[src/clni_pkg.sv]
`timescale 1ns / 1ps
// Shared types, codes and constants for the character LCD nibble interface.
// No dependencies; every other source file but clni_checker refers into this package.
package clni_pkg;

  localparam logic [1:0] OP_TICK = 2'd0;
  localparam logic [1:0] OP_DATA = 2'd1;
  localparam logic [1:0] OP_CMD  = 2'd2;
  localparam logic [1:0] OP_NONE = 2'd3;

  localparam logic [1:0] CFG_STROBE = 2'd0;
  localparam logic [1:0] CFG_GAP    = 2'd1;
  localparam logic [1:0] CFG_POWER  = 2'd2;
  localparam logic [1:0] CFG_CLEAR  = 2'd3;

  localparam int CFG_DATA_W = 20;

  localparam logic [7:0]  RST_STROBE = 8'd20;
  localparam logic [15:0] RST_GAP    = 16'd10000;
  localparam logic [19:0] RST_POWER  = 20'd500000;
  localparam logic [15:0] RST_CLEAR  = 16'd15000;

  localparam logic [12:0] PAUSE_LONG  = 13'd5000;
  localparam logic [12:0] PAUSE_SHORT = 13'd1000;

  localparam logic [3:0] NIB_WAKE = 4'h3;
  localparam logic [3:0] NIB_FOUR = 4'h2;

  localparam logic [3:0] STEP_RESET      = 4'd0;
  localparam logic [3:0] STEP_WAKE_FIRST = 4'd1;
  localparam logic [3:0] STEP_WAKE_LAST  = 4'd3;
  localparam logic [3:0] STEP_NIB_FOUR   = 4'd4;
  localparam logic [3:0] STEP_CMD_FIRST  = 4'd5;
  localparam logic [3:0] STEP_CMD_PREV   = 4'd7;
  localparam logic [3:0] STEP_CMD_LAST   = 4'd8;
  localparam logic [3:0] STEP_READY      = 4'd9;

  localparam int QUEUE_DEPTH = 2;
  localparam int QPTR_W      = $clog2(QUEUE_DEPTH);
  localparam int QCNT_W      = $clog2(QUEUE_DEPTH + 1);

  typedef enum logic [1:0] {
    KIND_TICK,
    KIND_WRITE,
    KIND_SKIP
  } kind_t;

  typedef enum logic [2:0] {
    PH_POWER,
    PH_HIGH,
    PH_LOW,
    PH_GAP,
    PH_PAUSE,
    PH_CLEAR,
    PH_IDLE
  } phase_t;

  typedef struct packed {
    kind_t      kind;
    logic       rs;
    logic [7:0] value;
  } item_t;

  typedef struct packed {
    logic                  valid;
    logic [1:0]            index;
    logic [CFG_DATA_W-1:0] data;
  } cfg_wr_t;

  typedef struct packed {
    logic [3:0] nibble;
    logic       sel;
    logic       en;
    logic       ready;
    logic       rejected;
  } result_t;

  function automatic logic [7:0] init_byte(input logic [1:0] idx);
    logic [7:0] b;
    case (idx)
      2'd0:    b = 8'h28;
      2'd1:    b = 8'h0e;
      2'd2:    b = 8'h06;
      default: b = 8'h01;
    endcase
    return b;
  endfunction

endpackage

[src/char_lcd_nibble_interface.sv]
`timescale 1ns / 1ps
// Character LCD controller for a 4-bit bus: front classifier, item queue and
// back sequencer. Depends on clni_pkg, clni_front, clni_queue, clni_back.
//
// Every input beat (a one-microsecond tick, a data write, a command write)
// yields exactly one result beat carrying the LCD pin levels after that beat,
// plus ready and rejected flags. The block takes one beat per clock while
// in_stall is low; an accepted beat passes the front register, the two-entry
// queue and the back sequencer, whose per-beat update (one wait-count compare
// plus phase transitions) sets the cycle.
// After reset the sequencer runs the power-up nibbles and init commands,
// timed purely by tick beats; writes arriving before ready_res are dropped
// and flagged. Configuration writes are always accepted (cfg_ready is high)
// and should be issued only while the block is idle.
module char_lcd_nibble_interface #(
  parameter int WAIT_BITS = 20
) (
  input  logic                            clk,
  input  logic                            rst_n,
  input  logic                            in_valid,
  output logic                            in_stall,
  input  logic [1:0]                      in_opcode,
  input  logic [7:0]                      in_value,
  output logic                            out_valid,
  input  logic                            out_stall,
  output logic [3:0]                      out_data_nibble,
  output logic                            out_reg_select,
  output logic                            out_enable,
  output logic                            out_ready_res,
  output logic                            out_rejected,
  input  logic                            cfg_valid,
  output logic                            cfg_ready,
  input  logic [1:0]                      cfg_index,
  input  logic [clni_pkg::CFG_DATA_W-1:0] cfg_data
);

  logic              push;
  logic              q_full;
  logic              q_valid;
  logic              q_pop;
  clni_pkg::item_t   push_item;
  clni_pkg::item_t   q_item;
  clni_pkg::cfg_wr_t cfg_wr;
  clni_pkg::result_t res;

  assign cfg_ready    = 1'b1;
  assign cfg_wr.valid = cfg_valid && cfg_ready;
  assign cfg_wr.index = cfg_index;
  assign cfg_wr.data  = cfg_data;

  clni_front u_front (
    .clk       (clk),
    .rst_n     (rst_n),
    .in_valid  (in_valid),
    .in_stall  (in_stall),
    .in_opcode (in_opcode),
    .in_value  (in_value),
    .push      (push),
    .push_item (push_item),
    .q_full    (q_full)
  );

  clni_queue u_queue (
    .clk       (clk),
    .rst_n     (rst_n),
    .push      (push),
    .push_item (push_item),
    .full      (q_full),
    .pop       (q_pop),
    .q_valid   (q_valid),
    .q_item    (q_item)
  );

  clni_back #(
    .WAIT_BITS (WAIT_BITS)
  ) u_back (
    .clk       (clk),
    .rst_n     (rst_n),
    .cfg_wr    (cfg_wr),
    .q_valid   (q_valid),
    .q_item    (q_item),
    .q_pop     (q_pop),
    .out_valid (out_valid),
    .out_stall (out_stall),
    .out_res   (res)
  );

  assign out_data_nibble = res.nibble;
  assign out_reg_select  = res.sel;
  assign out_enable      = res.en;
  assign out_ready_res   = res.ready;
  assign out_rejected    = res.rejected;

endmodule

[src/clni_front.sv]
`timescale 1ns / 1ps
// Front stage: takes input beats, classifies the opcode and holds one item
// for the queue. Depends on clni_pkg.
module clni_front (
  input  logic            clk,
  input  logic            rst_n,
  input  logic            in_valid,
  output logic            in_stall,
  input  logic [1:0]      in_opcode,
  input  logic [7:0]      in_value,
  output logic            push,
  output clni_pkg::item_t push_item,
  input  logic            q_full
);

  logic            valid_r;
  logic            valid_nxt;
  clni_pkg::item_t item_r;
  clni_pkg::item_t item_nxt;
  logic            take;

  assign in_stall  = valid_r && q_full;
  assign take      = in_valid && !in_stall;
  assign push      = valid_r && !q_full;
  assign push_item = item_r;

  always_comb begin
    item_nxt.value = in_value;
    item_nxt.rs    = 1'b0;
    unique case (in_opcode)
      clni_pkg::OP_TICK: begin
        item_nxt.kind = clni_pkg::KIND_TICK;
      end
      clni_pkg::OP_DATA: begin
        item_nxt.kind = clni_pkg::KIND_WRITE;
        item_nxt.rs   = 1'b1;
      end
      clni_pkg::OP_CMD: begin
        item_nxt.kind = clni_pkg::KIND_WRITE;
      end
      default: begin
        item_nxt.kind = clni_pkg::KIND_SKIP;
      end
    endcase
  end

  always_comb begin
    if (take) begin
      valid_nxt = 1'b1;
    end else if (push) begin
      valid_nxt = 1'b0;
    end else begin
      valid_nxt = valid_r;
    end
  end

  always_ff @(posedge clk) begin
    if (!rst_n) begin
      valid_r <= 1'b0;
    end else begin
      valid_r <= valid_nxt;
    end
  end

  always_ff @(posedge clk) begin
    if (take) begin
      item_r <= item_nxt;
    end
  end

endmodule

[src/clni_queue.sv]
`timescale 1ns / 1ps
// Short FIFO of classified items between the front and back stages.
// Depends on clni_pkg for the item type and depth.
module clni_queue (
  input  logic            clk,
  input  logic            rst_n,
  input  logic            push,
  input  clni_pkg::item_t push_item,
  output logic            full,
  input  logic            pop,
  output logic            q_valid,
  output clni_pkg::item_t q_item
);

  clni_pkg::item_t                  slot_r [clni_pkg::QUEUE_DEPTH];
  logic [clni_pkg::QPTR_W-1:0]      wr_ptr_r;
  logic [clni_pkg::QPTR_W-1:0]      rd_ptr_r;
  logic [clni_pkg::QCNT_W-1:0]      count_r;
  logic [clni_pkg::QCNT_W-1:0]      count_nxt;

  assign full    = count_r == clni_pkg::QCNT_W'(clni_pkg::QUEUE_DEPTH);
  assign q_valid = count_r != '0;
  assign q_item  = slot_r[rd_ptr_r];

  always_comb begin
    count_nxt = count_r;
    if (push && !(pop && q_valid)) begin
      count_nxt = count_r + 1'b1;
    end else if (!push && pop && q_valid) begin
      count_nxt = count_r - 1'b1;
    end
  end

  always_ff @(posedge clk) begin
    if (!rst_n) begin
      wr_ptr_r <= '0;
      rd_ptr_r <= '0;
      count_r  <= '0;
    end else begin
      count_r <= count_nxt;
      if (push) begin
        wr_ptr_r <= wr_ptr_r + 1'b1;
      end
      if (pop && q_valid) begin
        rd_ptr_r <= rd_ptr_r + 1'b1;
      end
    end
  end

  always_ff @(posedge clk) begin
    if (push) begin
      slot_r[wr_ptr_r] <= push_item;
    end
  end

endmodule

[src/clni_back.sv]
`timescale 1ns / 1ps
// Back stage: timing registers, init sequencer, nibble strobe machine and
// the registered result beat. Depends on clni_pkg.
module clni_back #(
  parameter int WAIT_BITS = 20
) (
  input  logic              clk,
  input  logic              rst_n,
  input  clni_pkg::cfg_wr_t cfg_wr,
  input  logic              q_valid,
  input  clni_pkg::item_t   q_item,
  output logic              q_pop,
  output logic              out_valid,
  input  logic              out_stall,
  output clni_pkg::result_t out_res
);

  localparam logic [WAIT_BITS-1:0] WaitMax = '1;

  logic [7:0]  strobe_r;
  logic [15:0] gap_r;
  logic [19:0] power_r;
  logic [15:0] clear_r;

  clni_pkg::phase_t     phase_r, phase_nxt;
  logic [WAIT_BITS-1:0] wait_r, wait_nxt;
  logic [3:0]           step_r, step_nxt;
  logic [7:0]           byte_r, byte_nxt;
  logic                 low_r, low_nxt;
  logic                 sel_r, sel_nxt;
  logic                 en_r, en_nxt;
  logic [3:0]           nib_r, nib_nxt;
  logic                 rej_nxt;
  logic                 fin;
  logic                 fire;

  logic              out_valid_r, out_valid_nxt;
  clni_pkg::result_t res_r;

  function automatic logic [WAIT_BITS-1:0] phase_len(
    input clni_pkg::phase_t ph,
    input logic [3:0]       st,
    input logic [7:0]       sb,
    input logic [15:0]      cg,
    input logic [19:0]      pw,
    input logic [15:0]      cw
  );
    logic [32:0] d;
    logic [32:0] lim;
    lim = 33'({1'b0, 32'hFFFF_FFFF} >> (32 - WAIT_BITS));
    unique case (ph)
      clni_pkg::PH_POWER: d = 33'(pw);
      clni_pkg::PH_HIGH,
      clni_pkg::PH_LOW:   d = (sb == 8'd0) ? 33'd1 : 33'(sb);
      clni_pkg::PH_GAP:   d = 33'(cg);
      clni_pkg::PH_PAUSE: d = (st >= clni_pkg::STEP_WAKE_LAST) ?
                              33'(clni_pkg::PAUSE_SHORT) : 33'(clni_pkg::PAUSE_LONG);
      clni_pkg::PH_CLEAR: d = 33'(cw);
      default:            d = '0;
    endcase
    if (d > lim) begin
      d = lim;
    end
    return d[WAIT_BITS-1:0];
  endfunction

  assign fire      = q_valid && (!out_valid_r || !out_stall);
  assign q_pop     = fire;
  assign out_valid = out_valid_r;
  assign out_res   = res_r;

  always_comb begin
    phase_nxt = phase_r;
    wait_nxt  = wait_r;
    step_nxt  = step_r;
    byte_nxt  = byte_r;
    low_nxt   = low_r;
    sel_nxt   = sel_r;
    en_nxt    = en_r;
    nib_nxt   = nib_r;
    rej_nxt   = 1'b0;
    fin       = 1'b0;

    unique case (q_item.kind)
      clni_pkg::KIND_TICK: begin
        if (phase_nxt != clni_pkg::PH_IDLE) begin
          if (wait_nxt != WaitMax) begin
            wait_nxt = wait_nxt + 1'b1;
          end
          fin = wait_nxt >= phase_len(phase_nxt, step_nxt, strobe_r, gap_r,
                                      power_r, clear_r);
        end
      end
      clni_pkg::KIND_WRITE: begin
        if (phase_nxt == clni_pkg::PH_IDLE) begin
          wait_nxt  = '0;
          byte_nxt  = q_item.value;
          low_nxt   = 1'b0;
          sel_nxt   = q_item.rs;
          nib_nxt   = q_item.value[7:4];
          en_nxt    = 1'b1;
          phase_nxt = clni_pkg::PH_HIGH;
        end else begin
          rej_nxt = 1'b1;
        end
      end
      default: begin
      end
    endcase

    // zero-length gap and clear phases fall through in the same beat
    for (int i = 0; i < 4; i++) begin
      if (fin) begin
        wait_nxt = '0;
        unique case (phase_nxt)
          clni_pkg::PH_POWER: begin
            step_nxt  = clni_pkg::STEP_WAKE_FIRST;
            sel_nxt   = 1'b0;
            nib_nxt   = clni_pkg::NIB_WAKE;
            en_nxt    = 1'b1;
            phase_nxt = clni_pkg::PH_HIGH;
          end
          clni_pkg::PH_HIGH: begin
            en_nxt    = 1'b0;
            phase_nxt = clni_pkg::PH_LOW;
          end
          clni_pkg::PH_LOW: begin
            if (step_nxt >= clni_pkg::STEP_WAKE_FIRST &&
                step_nxt <= clni_pkg::STEP_NIB_FOUR) begin
              sel_nxt = 1'b1;
              if (step_nxt <= clni_pkg::STEP_WAKE_LAST) begin
                phase_nxt = clni_pkg::PH_PAUSE;
              end else begin
                step_nxt  = clni_pkg::STEP_CMD_FIRST;
                byte_nxt  = clni_pkg::init_byte(2'd0);
                low_nxt   = 1'b0;
                sel_nxt   = 1'b0;
                nib_nxt   = byte_nxt[7:4];
                en_nxt    = 1'b1;
                phase_nxt = clni_pkg::PH_HIGH;
              end
            end else if (!low_nxt) begin
              low_nxt   = 1'b1;
              nib_nxt   = byte_nxt[3:0];
              en_nxt    = 1'b1;
              phase_nxt = clni_pkg::PH_HIGH;
            end else begin
              phase_nxt = clni_pkg::PH_GAP;
            end
          end
          clni_pkg::PH_GAP: begin
            sel_nxt = 1'b1;
            if (step_nxt >= clni_pkg::STEP_CMD_FIRST &&
                step_nxt <= clni_pkg::STEP_CMD_PREV) begin
              step_nxt  = step_nxt + 1'b1;
              byte_nxt  = clni_pkg::init_byte(2'(step_nxt - clni_pkg::STEP_CMD_FIRST));
              low_nxt   = 1'b0;
              sel_nxt   = 1'b0;
              nib_nxt   = byte_nxt[7:4];
              en_nxt    = 1'b1;
              phase_nxt = clni_pkg::PH_HIGH;
            end else if (step_nxt == clni_pkg::STEP_CMD_LAST) begin
              phase_nxt = clni_pkg::PH_CLEAR;
            end else begin
              step_nxt  = clni_pkg::STEP_READY;
              phase_nxt = clni_pkg::PH_IDLE;
            end
          end
          clni_pkg::PH_PAUSE: begin
            step_nxt  = step_nxt + 1'b1;
            sel_nxt   = 1'b0;
            nib_nxt   = (step_nxt == clni_pkg::STEP_NIB_FOUR) ?
                        clni_pkg::NIB_FOUR : clni_pkg::NIB_WAKE;
            en_nxt    = 1'b1;
            phase_nxt = clni_pkg::PH_HIGH;
          end
          clni_pkg::PH_CLEAR: begin
            step_nxt  = clni_pkg::STEP_READY;
            phase_nxt = clni_pkg::PH_IDLE;
          end
          default: begin
            phase_nxt = clni_pkg::PH_IDLE;
          end
        endcase
        fin = (phase_nxt != clni_pkg::PH_IDLE) &&
              (phase_len(phase_nxt, step_nxt, strobe_r, gap_r, power_r,
                         clear_r) == '0);
      end
    end
  end

  always_comb begin
    if (fire) begin
      out_valid_nxt = 1'b1;
    end else if (out_stall) begin
      out_valid_nxt = out_valid_r;
    end else begin
      out_valid_nxt = 1'b0;
    end
  end

  always_ff @(posedge clk) begin
    if (!rst_n) begin
      strobe_r <= clni_pkg::RST_STROBE;
      gap_r    <= clni_pkg::RST_GAP;
      power_r  <= clni_pkg::RST_POWER;
      clear_r  <= clni_pkg::RST_CLEAR;
    end else if (cfg_wr.valid) begin
      case (cfg_wr.index)
        clni_pkg::CFG_STROBE: strobe_r <= cfg_wr.data[7:0];
        clni_pkg::CFG_GAP:    gap_r    <= cfg_wr.data[15:0];
        clni_pkg::CFG_POWER:  power_r  <= cfg_wr.data;
        clni_pkg::CFG_CLEAR:  clear_r  <= cfg_wr.data[15:0];
        default: begin
        end
      endcase
    end
  end

  always_ff @(posedge clk) begin
    if (!rst_n) begin
      phase_r     <= clni_pkg::PH_POWER;
      wait_r      <= '0;
      step_r      <= clni_pkg::STEP_RESET;
      byte_r      <= '0;
      low_r       <= 1'b0;
      sel_r       <= 1'b1;
      en_r        <= 1'b0;
      nib_r       <= '0;
      out_valid_r <= 1'b0;
    end else begin
      out_valid_r <= out_valid_nxt;
      if (fire) begin
        phase_r <= phase_nxt;
        wait_r  <= wait_nxt;
        step_r  <= step_nxt;
        byte_r  <= byte_nxt;
        low_r   <= low_nxt;
        sel_r   <= sel_nxt;
        en_r    <= en_nxt;
        nib_r   <= nib_nxt;
      end
    end
  end

  always_ff @(posedge clk) begin
    if (fire) begin
      res_r.nibble   <= nib_nxt;
      res_r.sel      <= sel_nxt;
      res_r.en       <= en_nxt;
      res_r.ready    <= phase_nxt == clni_pkg::PH_IDLE;
      res_r.rejected <= rej_nxt;
    end
  end

endmodule

[config.mk]
export PLATFORM = sky130hd
export DESIGN_NAME = char_lcd_nibble_interface
export DESIGN_NICKNAME = d
export VERILOG_FILES = /design/src/clni_pkg.sv /design/src/char_lcd_nibble_interface.sv /design/src/clni_front.sv /design/src/clni_queue.sv /design/src/clni_back.sv
export SDC_FILE = /design/constraint.sdc
export NUM_CORES = 1
export LEC_CHECK = 0
export BUFFER_PORTS_ARGS = -buffer_cell sky130_fd_sc_hd__buf_2
export CAP_MARGIN = 20
export CORE_MARGIN = 2
export CORE_UTILIZATION = 65
export DETAILED_ROUTE_END_ITERATION = 10
export PLACE_DENSITY = 0.82
export SLEW_MARGIN = 25
export SYNTH_ARGS = -nofsm -noshare
export SYNTH_HDL_FRONTEND = slang
export SYNTH_SLANG_ARGS = --single-unit
[constraint.sdc]
create_clock -name clk -period 14.6 [get_ports clk]
set_input_delay 2.19 -clock clk [delete_from_list [all_inputs] [get_ports clk]]
set_output_delay 2.19 -clock clk [all_outputs]
set_load 0.005 [all_outputs]
==> impl_metrics.toml <==
[power]
leakagePower_nw = 3.47
seqPwrFrac_pct = 42.1
cell_internal_pwr_mw = 0.744
vdd_ir_drop_max_mv = 0.138
switching_share_pct = 33.1
p_clk_share_pct = 40.1
power_density_mw_per_mm2 = 120
power.switching_mw = 0.368
combPwrFrac_pct = 17.7

[logic_synthesis]
yosys_warnings = 0
syn_inst = 1039
synth_seq_cells = 146
avgSynthCellArea_sq_um = 8.10
ys_types = 77
seq_area_frac_synth_pct = 39.6
synthSimpleGateAreaFrac_pct = 25.3
synth.mux.area_fraction_pct = 3.64
syn-cell-area_sq_mm = 0.00842
synth_top_flop_cell = "dfxtp_1"
synth_top_family_by_area = "simple AND/OR/NAND/NOR gates"
synthAdderAreaFrac_pct = 5.06
synth-xor-area-share_pct = 2.19
syn-num-nets = 1110
synth_compound_area_share_pct = 20.3
synth_edf_count = 41
async_flop_share_pct = 0

[worst_setup_path]
reg2reg_from = "u_back.phase_r[1]"
cp_cell_sequence = "nor2b_2 -> and2_1 -> a22oi_1 -> o21ai_0 -> nand2b_1 -> ha_1 -> nand4_1 -> a21oi_1 -> nand3b_1 -> nand4_1 -> nand2_1 -> o41ai_2 -> inv_1 -> ha_1 -> inv_1 -> nor2_1 -> nor3_1 -> a21bo_2 -> nand4_1 -> o31ai_1 -> o22ai_1 -> o21ai_0 -> and2_1"
cp-start-kind = "register"
critPathMaxFanout = 28
slowest_delay_ns = 0.96
end_kind = "register"
crit_type = "register to register"
rr_endpoint = "u_back.byte_r[1]"
required_ns = 14.98
cp_slowest_cell = "dfxtp_1"
ff2ff_path_depth = 23
reg2reg_setup_slack_ns = 7.37
critPathArrivalTime_ns = 7.61
crit_top_cell = "nand4_1"

[timing]
min_period_ns = 7.23
fin_crit_sh_pct = 49.5
worstMarginPinSlew_ns = 0.978
hold_slack_ns = 0.452
setup_tns_ns = 0
fin_skew_ns = 0.0107
clock.fmax_ghz = 0.138
rsz0062_at_grt = "false"
hold_viol = 0
slew_headroom_pct = 34.7
slew_viol_final = 0
setup_viol = 0

[floorplanning]
dieArea_sq_mm = 0.0139
initial_core_util_pct = 66.7
die_height_microns = 118
ios = 48
chipWidth_microns = 118
core-area_sq_mm = 0.0126
rows = 41

[detailed_routing]
wirelength_mm = 24.5
ant_nets = 0
routedWlPerCell_microns = 19.9
remaining_drc_errors = 0
vias_per_cell = 6.55
dr_total_vias = 8085
drt_iter0_drc = 1136
dr.pass1.iters = 7

[global_route]
grt_pass1_vias = 7286
antenna_found_initial = 0
gr-usage-all-layers_pct = 35.8
grt-ovfl-total = 0
grt_pass1_wl_mm = 39.3
grt_max_degree = 78

[cts]
cts_buffer_depth = 2
numCtsBuffers = 17
cts-htree-levels = 4
clk_pin_slew_ns = 0.07
cts_setup_buffers = 0
cts_hold_buffers = 0
cts_sinks = 146
cts_resized = 0
cts_tree = "yes"
clk_latency_ns = 0.44
cts-root-buf = "clkbuf_16"

[finish]
regArea_sq_mm = 0.00333
final_common_cell = "nand2_1"
n_fill_cell = 1001
area_growth_pct = 10.3
nets = 1120
multi_input_area_sq_mm = 0.00476
diodes = 0
final_layout_size_suffix_gt1_share_pct = 11.6
final_cell_mix = "nand2_1 (199), dfxtp_1 (104), a21oi_1 (97)"

[outcome]
status = "completed"

[min_path]
worstHoldStart = "u_front.push_item[7]"
hold_path_depth = 0
hold_class = "register to register"
min_delay_worst_endpoint = "u_queue.slot_r[0][7]"

[placement]
hpwl_mm = 16.9
routabilityCongestion = 0.972
numPortBuffers = 46

[run]
maxCapViolCount = 0
## metal layers
metal / track usage (%) / vias up / wire [microns]
li1: - / 3743 / -
met1: 51.7 / 3790 / 10500
met2: 52.4 / 489 / 10700
met3: 9.06 / 63 / 2760
met4: 11.5 / 0 / 556
met5: 0 / - / 0
## cells by family after synthesis
logic type | Yosys count
buffers and inverters | 83
xor gates and xnor gates | 21
and+or+nand+nor | 460
AOI/OAI and AO/OA | 264
other | 1
adders and majority gates | 34
muxes | 30
DFF | 146
## stage by stage
stage                     power [mW]  setup WS [ns]  cell area [sq um]  utilization, %  cells
final                           1.11           7.37               9280            73.5   1234
after global routing            1.15           6.67               9280            73.5   1234
after CTS                       1.11           7.32               9270            73.5   1234
after detailed placement       0.665           7.36               8670            68.7   1202
after global placement         0.662           7.66               8670            68.7   1202
after floorplan                0.606           8.69               8420               -   1039
## registers in the layout, summed over array words and instances, names as in the netlist, named ones only
name and count:
u_back.out_res 8, u_queue.slot_r 22, u_back.clear_r 16, u_back.en_r 1, u_queue.count_r 2, u_back.gap_r 16
u_back.strobe_r 8, u_front.push_item 11, u_back.phase_r 3, u_back.byte_r 4, u_queue.rd_ptr_r 1, u_back.power_r 20
u_queue.wr_ptr_r 1, u_front.valid_r 1, u_back.nib_r 4, u_back.step_r 4, u_back.wait_r 20, u_back.out_valid 1
u_back.sel_r 1, u_back.low_r 1
## critical path, delay by kind of cell, from the launching register on
kind	cells	cell delay [ns]
fa+ha+maj	2	0.60
flops	1	0.96
buf+inv	2	0.22
simple gates	11	3.25
compound gates	8	2.11
## Yosys cell counts (9+ instances only)
library cell,n,area share [%]
dfxtp_1,105,25
edfxtp_1,41,15
nand3_1,41,2.4
or2_2,10,0.74
and2_1,10,0.74
buf_2,9,0.54
o211ai_1,9,0.80
nor4_1,14,1.0
nand2_1,199,8.9
clkbuf_1,48,2.1
o21ai_0,46,2.7
nor2_1,97,4.3
mux2i_1,25,3.0
nor3_1,17,1.0
xnor2_1,14,1.5
and3_1,9,0.67
nand4_1,12,0.89
inv_1,19,0.85
nand2b_1,11,0.82
a22oi_1,24,2.1
ha_1,34,5.1
a21oi_1,97,5.8
## area by class of cell
class	instances	share of cell area, %
multi-input cells	810	51.3
flip-flops and latches	146	35.9
clock buffers	17	4.58
repair buffers	55	3.21
well taps	172	2.32
clock inverters	15	1.89
inverters	19	0.768
## power groups by stage
stage                     Clock (mW)  Sequential (mW)  Combinational, mW
after floorplan                    0            0.462              0.144
after global placement             0            0.475              0.186
final                          0.447            0.469              0.197
after global routing           0.465            0.471              0.214
after CTS                      0.447            0.468              0.191
after detailed placement           0            0.476              0.189
## worst max-delay path by stage
| stage | startpoint | end | slack (ns) | cells after the start |
|---|---|---|---|---|
| global route | u_back.wait_r[4] | u_back.byte_r[1] | 6.67 | 26 |
| CTS | u_back.phase_r[1] | u_back.step_r[1] | 7.32 | 22 |
| finish | u_back.phase_r[1] | u_back.byte_r[1] | 7.37 | 23 |
| global placement | u_back.phase_r[1] | u_back.step_r[1] | 7.66 | 21 |
| floorplan | u_back.wait_r[4] | u_back.step_r[1] | 8.69 | 28 |
| detailed placement | u_back.phase_r[1] | u_back.step_r[1] | 7.36 | 22 |
(Power assumes the default switching activity.)
